## src/rtl/core/u8d_pkg.sv

```systemverilog
// shared types and constants for the utf-8 stream decoder
// no dependencies; used by the channel interfaces and the top level
package u8d_pkg;

    localparam int BYTE_W  = 8;
    localparam int POINT_W = 21;
    localparam int OWED_W  = 2;
    localparam int STAT_W  = 2;

    typedef enum logic [STAT_W-1:0] {
        STATUS_OK      = 2'd0,
        STATUS_INVALID = 2'd1,
        STATUS_TRUNC   = 2'd2
    } status_t;

endpackage

```

## src/rtl/core/u8d_if.sv

```systemverilog
// valid/ready channel interfaces for the utf-8 stream decoder
// depends on u8d_pkg for field widths
interface u8d_byte_if;
    import u8d_pkg::*;

    logic              valid;
    logic              ready;
    logic [BYTE_W-1:0] in_byte;
    logic              stream_end;

    modport source (output valid, output in_byte, output stream_end, input ready);
    modport sink   (input valid, input in_byte, input stream_end, output ready);
endinterface

interface u8d_point_if;
    import u8d_pkg::*;

    logic               valid;
    logic               ready;
    logic [POINT_W-1:0] codepoint;
    logic [STAT_W-1:0]  status;

    modport source (output valid, output codepoint, output status, input ready);
    modport sink   (input valid, input codepoint, input status, output ready);
endinterface

```

## src/rtl/core/utf8_stream_decoder.sv

```systemverilog
// utf-8 stream decoder: one byte per request in, zero or one codepoint result out
// path: an accepted byte waits in the input register and is decoded into the
//   result register once that is empty or being taken; throughput one byte per
//   cycle unless a held result stalls, via the single decode step between registers
// reset (rst_n low, async) clears both valid flags and the partial sequence
// depends on u8d_pkg and the channel interfaces in u8d_if.sv
module utf8_stream_decoder (
    input  logic              clk,
    input  logic              rst_n,
    u8d_byte_if.sink          byte_ch,
    u8d_point_if.source       point_ch
);
    import u8d_pkg::*;

    // input register
    logic              in_valid_reg;
    logic [BYTE_W-1:0] byte_reg;
    logic              end_reg;

    // decoder state
    logic [POINT_W-1:0] partial_reg, partial_next;
    logic [OWED_W-1:0]  owed_reg, owed_next;

    // result register
    logic               out_valid_reg;
    logic [POINT_W-1:0] point_reg, point_next;
    status_t            status_reg, status_next;
    logic               emit_next;

    logic               advance;
    logic [POINT_W-1:0] shifted;
    logic [OWED_W-1:0]  owed_dec;

    assign advance       = in_valid_reg && (!out_valid_reg || point_ch.ready);
    assign byte_ch.ready = !in_valid_reg || advance;

    assign point_ch.valid     = out_valid_reg;
    assign point_ch.codepoint = point_reg;
    assign point_ch.status    = status_reg;

    assign shifted  = {partial_reg[POINT_W-7:0], byte_reg[5:0]};
    assign owed_dec = owed_reg - OWED_W'(1);

    always_comb
    begin
        partial_next = partial_reg;
        owed_next    = owed_reg;
        emit_next    = 1'b0;
        point_next   = '0;
        status_next  = STATUS_OK;

        if (owed_reg == '0)
        begin
            if (byte_reg[7] == 1'b0)
            begin
                emit_next  = 1'b1;
                point_next = POINT_W'(byte_reg);
            end
            else if (byte_reg[7:5] == 3'b110)
            begin
                partial_next = POINT_W'(byte_reg[4:0]);
                owed_next    = OWED_W'(1);
            end
            else if (byte_reg[7:4] == 4'b1110)
            begin
                partial_next = POINT_W'(byte_reg[3:0]);
                owed_next    = OWED_W'(2);
            end
            else if (byte_reg[7:3] == 5'b11110)
            begin
                partial_next = POINT_W'(byte_reg[2:0]);
                owed_next    = OWED_W'(3);
            end
            else
            begin
                // stray continuation or out-of-range lead
                emit_next    = 1'b1;
                status_next  = STATUS_INVALID;
                partial_next = '0;
                owed_next    = '0;
            end
        end
        else if (byte_reg[7:6] != 2'b10)
        begin
            // bad continuation is consumed, not reread as a lead
            emit_next    = 1'b1;
            status_next  = STATUS_INVALID;
            partial_next = '0;
            owed_next    = '0;
        end
        else if (owed_dec == '0)
        begin
            emit_next    = 1'b1;
            point_next   = shifted;
            partial_next = '0;
            owed_next    = '0;
        end
        else
        begin
            partial_next = shifted;
            owed_next    = owed_dec;
        end

        // truncation only when this byte left the sequence open
        if (!emit_next && end_reg && owed_next != '0)
        begin
            emit_next    = 1'b1;
            status_next  = STATUS_TRUNC;
            partial_next = '0;
            owed_next    = '0;
        end
    end

    always_ff @(posedge clk or negedge rst_n)
    begin
        if (!rst_n)
        begin
            in_valid_reg  <= 1'b0;
            out_valid_reg <= 1'b0;
            partial_reg   <= '0;
            owed_reg      <= '0;
        end
        else
        begin
            if (byte_ch.ready)
            begin
                in_valid_reg <= byte_ch.valid;
            end

            if (advance)
            begin
                out_valid_reg <= emit_next;
                partial_reg   <= partial_next;
                owed_reg      <= owed_next;
            end
            else if (point_ch.ready)
            begin
                out_valid_reg <= 1'b0;
            end
        end
    end

    always_ff @(posedge clk)
    begin
        if (byte_ch.valid && byte_ch.ready)
        begin
            byte_reg <= byte_ch.in_byte;
            end_reg  <= byte_ch.stream_end;
        end

        if (advance && emit_next)
        begin
            point_reg  <= point_next;
            status_reg <= status_next;
        end
    end

endmodule
```

## src/flat_wrapper.sv

```systemverilog
// flat-port wrapper written by rule: the top's interface ports become plain ports
module utf8_stream_decoder_flat import u8d_pkg::*;
  (clk, rst_n, byte_ch_valid, byte_ch_in_byte, byte_ch_stream_end, byte_ch_ready, point_ch_valid, point_ch_codepoint, point_ch_status, point_ch_ready);
  u8d_byte_if byte_ch_i ();
  u8d_point_if point_ch_i ();
  input  logic clk;
  input  logic rst_n;
  input wire logic [$bits(byte_ch_i.valid)-1:0] byte_ch_valid;
  input wire logic [$bits(byte_ch_i.in_byte)-1:0] byte_ch_in_byte;
  input wire logic [$bits(byte_ch_i.stream_end)-1:0] byte_ch_stream_end;
  output wire logic [$bits(byte_ch_i.ready)-1:0] byte_ch_ready;
  output wire logic [$bits(point_ch_i.valid)-1:0] point_ch_valid;
  output wire logic [$bits(point_ch_i.codepoint)-1:0] point_ch_codepoint;
  output wire logic [$bits(point_ch_i.status)-1:0] point_ch_status;
  input wire logic [$bits(point_ch_i.ready)-1:0] point_ch_ready;
  assign byte_ch_i.valid = byte_ch_valid;
  assign byte_ch_i.in_byte = byte_ch_in_byte;
  assign byte_ch_i.stream_end = byte_ch_stream_end;
  assign byte_ch_ready = byte_ch_i.ready;
  assign point_ch_valid = point_ch_i.valid;
  assign point_ch_codepoint = point_ch_i.codepoint;
  assign point_ch_status = point_ch_i.status;
  assign point_ch_i.ready = point_ch_ready;
  utf8_stream_decoder u_core (.clk(clk), .rst_n(rst_n), .byte_ch(byte_ch_i), .point_ch(point_ch_i));
endmodule
```

## config.mk

```make
export PLATFORM = sky130hd
export DESIGN_NAME = utf8_stream_decoder_flat
export DESIGN_NICKNAME = d
export VERILOG_FILES = /design/src/rtl/core/u8d_pkg.sv /design/src/rtl/core/u8d_if.sv /design/src/rtl/core/utf8_stream_decoder.sv /design/src/flat_wrapper.sv
export SDC_FILE = /design/constraint.sdc
export NUM_CORES = 1
export LEC_CHECK = 0
export ABC_AREA = 1
export BUFFER_PORTS_ARGS = -buffer_cell sky130_fd_sc_hd__buf_2
export CAP_MARGIN = 5
export CORE_UTILIZATION = 40
export CTS_CLUSTER_DIAMETER = 80
export DETAILED_ROUTE_END_ITERATION = 12
export SYNTH_ARGS = -nofsm -noshare
export SYNTH_HDL_FRONTEND = slang
export SYNTH_SLANG_ARGS = --single-unit
```

## constraint.sdc

```tcl
create_clock -name clk -period 2.35 [get_ports clk]
set_input_delay 0.47 -clock clk [delete_from_list [all_inputs] [get_ports clk]]
set_output_delay 0.47 -clock clk [all_outputs]
set_load 0.005 [all_outputs]
```

==> results.md, run 1 <==
- Status: finished clean
- Crit path required time: 2.36 ns
- Hold Vio Cnt, Final: 0
- Total of max-cap violations: 0
- Later-pin clock latency in the skew report: around 0.30 ns
- Critical path's largest stage delay: 0.40 ns
- Finish-stage setup viols: 0
- DR DRC count: 0
- Finished Cell Area: 2540 sq um
- Async SR Flop Fraction: between 30% and 40%
- Final non-filler cell total: 323
- Critical path, cell by cell: inv_1 -> ha_1 -> inv_2 -> nor2_1 -> nand2_1 -> nand2_1 -> a21oi_1 -> nand2_1 -> nand2_2 -> nand2_1 -> nand2_1 -> inv_1 -> buf_12
- Final worst slack: between 0.2 and 0.3 ns
- Via/cell ratio: around 4.6
- Area after DPL: about 2500 sq um
- Fin Setup TNS: 0 ns
- Final WL: 3700 microns
- Max FFs per register: 21
- Pins Over Slew Limit: 0
- Fin nets: around 270
- Number of synthesized flops with an enable pin: 32
- Routed length per placed instance: 11.4 microns
- Worst Setup Start Kind: flip-flop
- Cts bufs inserted: 5
- Synth Area in Simple Gates: between 20% and 30%
- Area delta synth->final: 16.8%
- DR vias: roughly 1,500
- Setup CP Type: reg2reg
- Vias in the first global route: 1,396
- Core Rows: 26
- Pwr dens: about 1000 nW/um^2
- Boundary Pins: 38
- Dpl hpwl: 2560 microns
- Crit path time final: ~2.1 ns
- N_diodes: 0
- Synth Warn #: 0
- Crit-path slowest cell: dfrtp_1
- CTS tree: built
- Clock slew at reported path FFs: approximately 0.090 ns
- Cells after DPL: approximately 320
- Hold_buf cts: 0
- Fin crit share: 87.8%
- Fmax: between 400 and 500 MHz
- Die area: 5740 sq um
- Synth Area in Adders: 1.15%
- Post-Synth XOR/XNOR Area: 0%
- Initial Util: 42.0%
- VDD IR max: around 0.47 mV
- H-tree levels: 2
- Chip width: ~76 microns
- Die Span Y: 75.7 microns
- Max Clock Skew: between 0.005 and 0.006 ns
- Main synth FF type: edfxtp_1
- Initial antenna violation count: 0
- All-Layer GR Usage: around 15%
- Yosys cell types: 24
- Setup bufs post-CTS: 0
- Worst-margin pin slew: around 0.6 ns
- Clk sinks: slightly above 50
- Critical path fanouts, max: 23
- RSZ-0062 raised after global routing: false
- Compound-Gate Fraction of Synth Area: about 3.5%
- # port buffers: 37
- Lkg Pwr: 1.15 nW
- Most used cell, CP: nand2_1
- Root buffer cell: clkbuf_8
- Gates resized, CTS repair: 0
- CTS max path bufs: 2
- Gr ovfl total: 0
- Largest family of logic cells by synthesized area: simple AND/OR/NAND/NOR gates
- Layout cells sized above 1: approximately 24%
- Syn Nets: between 200 and 250
- GPL Wtd Cong: roughly 0.85
- Crit path arrival time: 2.07 ns
- Core area: a little over 5000 sq um
- Register area share after synthesis: around two thirds
- Largest net degree at the start of global routing: 24
- First-pass GRT wire length: 6220 microns
- Place WS: 0.0845 ns
- Post-Syn Instances: 210
- WP buf/inv: 4
- Synthesized area: 2170 sq um
- Mean Syn Cell Area: roughly 10 sq um
- Synthesis-stage register bit count: 51
- Tightest Hold Check Type: in2async
- Delay-heaviest family, CP: simple AND/OR/NAND/NOR gates
- Mux cell area share after synthesis: 0%
- Starting DRT DRC Count: around 110
- Slew HR: about three fifths
- DRT antenna net count: 0
- DRT Pass-1 Iters: 4
- Critical Path Sink Type: flip-flop
## logic make-up (layout without fill, tap and decap cells)
group / Yosys count / count (layout)
and+or+nand+nor: 106 / 106
DFF: 51 / 51
buffers and inverters: 40 / 83
AOI/OAI and AO/OA: 11 / 11
adders and majority gates: 2 / 2
## metal layers
metal	vias to the layer above	part of all wire [%]	wire, microns	track usage (%)
met2	40	50	1830	25.1
met5	-	0	0	0
met3	5	3.8	140	3.97
met4	0	1.4	50	6.17
met1	668	45	1670	18.7
li1	769	-	-	-
## final cells by class
cell class | instances | area (sq um)
fill | 492 | 2630
sequential | 51 | 1440
multi-input combinational | 119 | 579
timing repair buffer | 40 | 220
inverter | 35 | 131
tap | 70 | 87.6
clock buffer | 6 | 72.6
clock inverter | 2 | 12.5
## worst paths after layout
check / startpoint / endpoint / slack, ns / cells past startpoint
worst max-delay path: u_core.owed_reg[0] / u_core.point_ch.codepoint[18] / 0.29 / 13
worst min-delay path: rst_n / u_core.partial_reg[10] / 0.1 / 1
worst max register to register: u_core.owed_reg[0] / u_core.point_ch.codepoint[18] / 0.29 / 13
worst min register to register: u_core.partial_reg[13] / u_core.partial_reg[13] / 0.49 / 2
max in group asynchronous: rst_n / u_core.partial_reg[6] / 1.95 / 1
min in group clk: byte_ch_in_byte[1] / u_core.byte_reg[1] / 0.34 / 1
## per-stage QoR
stage                     hold WS (ns)  utilization, %  power, mW
after floorplan                  0.174               -       1.88
after global placement           0.434            47.4       2.19
after detailed placement         0.438            47.4       2.20
after CTS                        0.106            49.1       2.69
after global routing             0.116            49.1       2.86
final                           0.0962            49.1       2.65
## where the power goes
part           switching [mW]  total (mW)  internal [mW]
Clock                   0.274       0.482          0.208
Sequential             0.0893        1.31           1.23
Combinational           0.549       0.856          0.307
Total                   0.913        2.65           1.74
## synthesized netlist by cell type, drive strengths merged (2+ instances only)
library cell / count / area share [%]
a21oi: 4 / 0.92
buf: 4 / 1.2
dfrtp: 19 / 22
edfxtp: 32 / 44
ha: 2 / 1.2
inv: 34 / 5.9
nand2: 50 / 9.0
nand3: 5 / 1.2
nand4: 16 / 4.6
nor2: 34 / 6.7
o21ai: 3 / 1.2
o22ai: 2 / 0.58
## placed cells by master (no fill, tap or decap), drive strengths merged
cell	count
a21oi	4
a32o	1
buf	40
clkbuf	6
clkinv	2
clkinvlp	1
dfrtp	19
edfxtp	32
ha	2
inv	34
nand2	50
nand3	5
nand4	16
nor2	34
nor3	1
o21ai	3
o22ai	2
o31ai	1
(Power assumes the default switching activity.)
==> run 2, diff against run 1 <==
--- a/config.mk
+++ b/config.mk
@@ -5,7 +5,6 @@
 export SDC_FILE = /design/constraint.sdc
 export NUM_CORES = 1
 export LEC_CHECK = 0
-export ABC_AREA = 1
 export BUFFER_PORTS_ARGS = -buffer_cell sky130_fd_sc_hd__buf_2
 export CAP_MARGIN = 5
 export CORE_UTILIZATION = 40
==> results.md, run 2 <==
- Status: finished clean
- Die area: around 5600 sq um
- Mux cell area share after synthesis: 0%
- WP buf/inv: 2
- Crit-path slowest cell: dfrtp_1
- Fmax: between 400 and 500 MHz
- WHS: ~0.096 ns
- Synth top area cells: edfxtp_1, dfrtp_1, and3_1, a22o_1, nand2_1
- Delay-heaviest family, CP: simple AND/OR/NAND/NOR gates
- Critical path, cell by cell: inv_1 -> ha_2 -> nor4b_2 -> a211oi_2 -> a21bo_4 -> a21boi_0 -> buf_4 -> nor2_4
- Initial antenna violation count: 0
- GPL Wtd Cong: 0.903
- Mean Syn Cell Area: around 14 sq um
- Crit path time final: roughly 2.2 ns
- Largest family of logic cells by synthesized area: simple AND/OR/NAND/NOR gates
- Yosys cell types: 33
- P_int: 1.77 mW
- Synthesis-stage register bit count: 51
- Comb pwr share: 32.6%
- Number of synthesized flops with an enable pin: 32
- DRT antenna net count: 0
- Total of max-cap violations: 0
- Synthesized area: 2130 sq um
- Register area share after synthesis: around two thirds
- Vias in the first global route: ~1,400
- Synth Warn #: 0
- Final WL: between 4000 and 5000 microns
- Met2 Routed Length: slightly above 2000 microns
- Slew HR: between 60% and 70%
- Setup CP Type: reg2reg
- Core area: a little over 5000 sq um
- Layout cells sized above 1: a little over a third
- Cts bufs inserted: 5
- Max Clock Skew: between 0.003 and 0.004 ns
- Tightest Hold Check Type: in2async
- Synth Area in Adders: around 1.2%
- Syn Nets: 170
- Initial Util: 41.7%
- Synth Area in Simple Gates: between 10 and 15%
- Most frequent cells in the layout: buf_2, edfxtp_1, dfrtp_1, and3_1
- Pins Over Slew Limit: 0
- Critical path's largest stage delay: 0.38 ns
- Crit path required time: 2.32 ns
- Place WS: -0.0479 ns
- Yosys top cell area share: between 40% and 50%
- DR DRC count: 0
- Post-Syn Instances: between 150 and 200
- Dpl hpwl: between 2000 and 3000 microns
- Most frequent cell after synthesis: edfxtp_1
- H-tree levels: 2
- Boundary Pins: 38
- Main synth FF type: edfxtp_1
- Net Sw Frac: around a third
- Finish-stage setup viols: 0
- Gr ovfl total: 0
- Core Rows: 26
- CTS tree: built
- Final worst slack: roughly 0.17 ns
- Compound-Gate Fraction of Synth Area: a little over an eighth
- CTS max path bufs: 2
- Via/cell ratio: around 5.1
- RSZ-0062 raised after global routing: false
- Worst Setup Start Kind: flip-flop
- Area delta synth->final: 22.3%
- Sw Pwr: between 0.8 and 0.9 mW
- Commonest non-fill, non-tap cell in the layout: buf_2
- Seq pwr share: between 40% and 50%
- Met1 WL: about 1800 microns
- Fin crit share: a little over 90%
- # port buffers: 37
- Async SR Flop Fraction: a little under two fifths
- Critical path fanouts, max: 12
- Max layer used: met4
- Root buffer cell: clkbuf_8
- Lkg Pwr: ~1.1 nW
- First-pass GRT wire length: roughly 7000 microns
- Die Span Y: approximately 75 microns
- Crit path arrival time: about 2.2 ns
- DR WL met3: between 200 and 250 microns
- Clk sinks: 51
- Worst-margin pin slew: roughly 0.45 ns
- Commonest cells post-synth: edfxtp_1, dfrtp_1, and3_1, nand2_1, a22o_1
- Chip width: 74.9 microns
- DRT Pass-1 Iters: 4
- All-Layer GR Usage: between 15 and 20%
- Clock slew at reported path FFs: 0.09 ns
- Largest net degree at the start of global routing: 20
- Max FFs per register: 21
- Clock power share: roughly a fifth
- Pwr dens: roughly 1000 nW/um^2
- Post-Synth XOR/XNOR Area: 0%
- Hold_buf cts: 0
- Hold Vio Cnt, Final: 0
- Fin nets: 221
- Critical Path Sink Type: flip-flop
- VDD IR max: between 0.4 and 0.5 mV
- DR vias: roughly 1,400
- Starting DRT DRC Count: 97
- Routed length per placed instance: 15.2 microns
- Area leader, netlist: edfxtp_1
- N_diodes: 0
- Later-pin clock latency in the skew report: ~0.30 ns
==> run 2: cell types whose count changed after synthesis, sizes merged, moves of 3 or more <==
cell    previous run  this run
nor2              34         5
and3               0        16
clkbuf             1         4
nor2b              0         6
o21ai              3         7
a22o               0        11
nand2             50        14
nand3              5         0
nand4             16         0
inv               34         5
and2               0         4
==> run 2: power by group through the flow <==
| stage | Sequential, mW | Combinational [mW] | Clock, mW |
|---|---|---|---|
| 2_1_floorplan | 1.25 | 0.468 | 0 |
| 3_5_place_dp | 1.26 | 0.784 | 0 |
| 4_1_cts | 1.24 | 0.819 | 0.529 |
| 6_report | 1.24 | 0.846 | 0.515 |
| 3_3_place_gp | 1.25 | 0.753 | 0 |
| 5_1_grt | 1.26 | 0.940 | 0.559 |
==> run 2: worst paths after layout <==
kind / from / endpoint / slack (ns) / depth (start not counted)
setup / recovery: u_core.owed_reg[1] / u_core.point_ch.codepoint[11] / 0.17 / 8
hold / removal: rst_n / u_core.owed_reg[1] / 0.1 / 1
setup reg to reg: u_core.owed_reg[1] / u_core.point_ch.codepoint[11] / 0.17 / 8
hold reg to reg: u_core.partial_reg[13] / u_core.partial_reg[13] / 0.50 / 1
max in group asynchronous: rst_n / u_core.partial_reg[13] / 1.95 / 1
min in group clk: byte_ch_in_byte[1] / u_core.byte_reg[1] / 0.34 / 1
==> run 2: cell type report <==
| type | instances | area (sq um) |
|---|---|---|
| timing repair buffer | 51 | 290 |
| clock inverter | 2 | 11.3 |
| sequential | 51 | 1440 |
| tap | 70 | 87.6 |
| clock buffer | 6 | 82.6 |
| inverter | 5 | 18.8 |
| fill | 467 | 2500 |
| multi-input combinational | 92 | 676 |
==> run 2: cell families (layout without fill, tap and decap cells) <==
logic type               after synthesis  after routing
AND/OR/NAND/NOR                       55             56
flip-flops                            51             51
AO/OA/AOI/OAI                         34             34
buffers and inverters                 13             64
adder cells (fa/ha/maj)                2              2
==> run 2: stage by stage <==
step / cell area [sq um] / utilization [%] / instances / setup TNS (ns) / total power [mW]
global route: 2600 / 51.0 / 277 / 0 / 2.75
global placement: 2460 / 48.1 / 266 / 0 / 2.00
floorplan: 2140 / - / 155 / 0 / 1.72
finish: 2600 / 51.0 / 277 / 0 / 2.60
detailed placement: 2460 / 48.1 / 266 / -1.21 / 2.04
CTS: 2580 / 50.5 / 276 / 0 / 2.59
==> run 2: metal layers <==
layer	track usage (%)	vias to the layer above
li1	-	675
met1	21.8	690
met2	28.6	50
met3	3.61	9
met4	7.34	0
met5	0	-
==> run 2: what timing repair did <==
| item | in CTS | in global routing |
|---|---|---|
| buffers inserted | 1 | 1 |
| resized for setup | 3 | 3 |
| setup endpoints to repair | 33 | 33 |
| hold endpoints to repair | 0 | 0 |
| gates cloned | 1 | 0 |
| pin swaps | 2 | 1 |
==> run 3, diff against run 2 <==
--- a/config.mk
+++ b/config.mk
@@ -7,9 +7,10 @@
 export LEC_CHECK = 0
 export BUFFER_PORTS_ARGS = -buffer_cell sky130_fd_sc_hd__buf_2
 export CAP_MARGIN = 5
-export CORE_UTILIZATION = 40
+export CORE_UTILIZATION = 34
 export CTS_CLUSTER_DIAMETER = 80
 export DETAILED_ROUTE_END_ITERATION = 12
+export PLACE_DENSITY_LB_ADDON = 0.05
 export SYNTH_ARGS = -nofsm -noshare
 export SYNTH_HDL_FRONTEND = slang
 export SYNTH_SLANG_ARGS = --single-unit
==> results.md, run 3 (synthesis results as in run 2) <==
- Seq pwr share: between 40% and 50%
- Tightest Hold Check Type: in2async
- Total of max-cap violations: 0
- # port buffers: 37
- VDD IR max: 0.362 mV
- Fill count: 549
- CTS tree: built
- Routed length per placed instance: 14.8 microns
- Clock power share: 22.4%
- Cells after DPL: approximately 270
- Largest net degree at the start of global routing: 20
- Critical Path Sink Type: flip-flop
- Later-pin clock latency in the skew report: around 0.3 ns
- Sw Pwr: between 0.8 and 0.9 mW
- Finish-stage setup viols: 0
- Initial antenna violation count: 0
- Boundary Pins: 38
- Critical path fanouts, max: 12
- P_int: between 1.5 and 2 mW
- Fmax: ~460 MHz
- Crit path arrival time: 2.16 ns
- Area after DPL: 2450 sq um
- Fin nets: 220
- Max Clock Skew: around 0.0056 ns
- GPL Wtd Cong: 0.857
- Initial Util: a little over a third
- Setup CP Type: reg2reg
- Most frequent cells in the layout: buf_2, edfxtp_1, dfrtp_1, and3_1, nand2_1
- Starting DRT DRC Count: 94
- Slew HR: 67.6%
- Hold_buf cts: 0
- Comb pwr share: between 30% and 40%
- Layout Utilization: a little over two fifths
- Via/cell ratio: ~5
- Root buffer cell: clkbuf_8
- DRT Pass-1 Iters: 4
- Place WS: -0.0829 ns
- Area delta synth->final: 22.8%
- Clock slew at reported path FFs: approximately 0.09 ns
- Cts bufs inserted: 5
- All-Layer GR Usage: 14.2%
- Final non-filler cell total: about 280
- RSZ-0062 raised after global routing: false
- Crit path required time: between 2 and 2.5 ns
- Gr ovfl total: 0
- N_diodes: 0
- Layout cells sized above 1: a little over a third
- Core Rows: 28
- DRT antenna net count: 0
- Finished Cell Area: between 2000 and 3000 sq um
- DR vias: around 1,400
- CTS max path bufs: 2
- Worst Setup Start Kind: flip-flop
- Final worst slack: approximately 0.15 ns
- Final WL: about 4200 microns
- Max FFs per register: 21
- Core area: 5990 sq um
- Commonest non-fill, non-tap cell in the layout: buf_2
- Clk sinks: between 50 and 60
- Die Span Y: 81.1 microns
- Worst-margin pin slew: a little under 0.5 ns
- Crit path time final: 2.20 ns
- First-pass GRT wire length: 6780 microns
- Hold Vio Cnt, Final: 0
- Lkg Pwr: 1.14 nW
- Pwr dens: between 1000 and 1500 nW/um^2
- Vias in the first global route: approximately 1,400
- DR DRC count: 0
- Chip width: a little over 80 microns
- Die area: between 6000 and 7000 sq um
- Status: finished clean
- H-tree levels: 2
- Fin crit share: between 90 and 100%
- Dpl hpwl: 2870 microns
- Pins Over Slew Limit: 0
- Net Sw Frac: between 30% and 40%
-- run 3: path summary, 6_finish.rpt --
check / cells after the start / slack [ns] / endpoint / start
worst max-delay path: 8 / 0.15 / u_core.point_ch.codepoint[8] / u_core.owed_reg[1]
min in group clk: 1 / 0.34 / u_core.byte_reg[4] / byte_ch_in_byte[4]
worst min-delay path: 1 / 0.09 / u_core.point_ch.valid / rst_n
worst min register to register: 1 / 0.50 / u_core.partial_reg[11] / u_core.partial_reg[11]
worst max register to register: 8 / 0.15 / u_core.point_ch.codepoint[8] / u_core.owed_reg[1]
max in group asynchronous: 1 / 1.96 / u_core.partial_reg[11] / rst_n
-- run 3: power groups by stage --
stage          logic [mW]  registers [mW]  clock network [mW]
2_1_floorplan       0.468            1.25                   0
3_3_place_gp        0.756            1.25                   0
3_5_place_dp        0.768            1.25                   0
4_1_cts             0.802            1.23               0.608
5_1_grt             0.913            1.25               0.653
6_report            0.822            1.23               0.594
-- run 3: routing by layer --
layer | up-vias | track usage [%] | wire, microns
met1 | 672 | 17.9 | 1920
li1 | 680 | - | -
met4 | 0 | 5.18 | 25
met3 | 4 | 4.94 | 209
met2 | 44 | 22.6 | 2020
met5 | - | 0 | 0
-- run 3: timing repair --
action	4_1_cts	5_1_grt
gates cloned	1	0
pin swaps	2	1
gates resized for setup	3	3
endpoints found under the setup margin	33	33
setup buffers	1	2
-- run 3: final cells by class --
cell class                 instances  area, sq um  share of cell area, %
multi-input combinational         92          676                   25.8
inverter                           5         18.8                  0.718
sequential                        51         1440                   55.0
tap                               75         93.8                   3.59
timing repair buffer              50          283                   10.8
clock inverter                     1         30.0                   1.15
clock buffer                       7         76.3                   2.92
-- run 3: critical path, cell delays in order, from the launching register on --
cell,delay (ns)
dfrtp_1,0.38
inv_1,0.07
ha_2,0.27
nor4b_2,0.30
a211oi_2,0.08
a21bo_4,0.19
a21boi_0,0.08
buf_4,0.17
nor2_4,0.31
-- run 3: through the flow --
stage,hold slack [ns],power [mW],setup TNS [ns]
final,0.0880,2.65,0
after global routing,0.114,2.82,0
after CTS,0.102,2.64,0
after detailed placement,0.434,2.02,-1.91
after global placement,0.444,2.00,-1.40
after floorplan,0.174,1.72,0
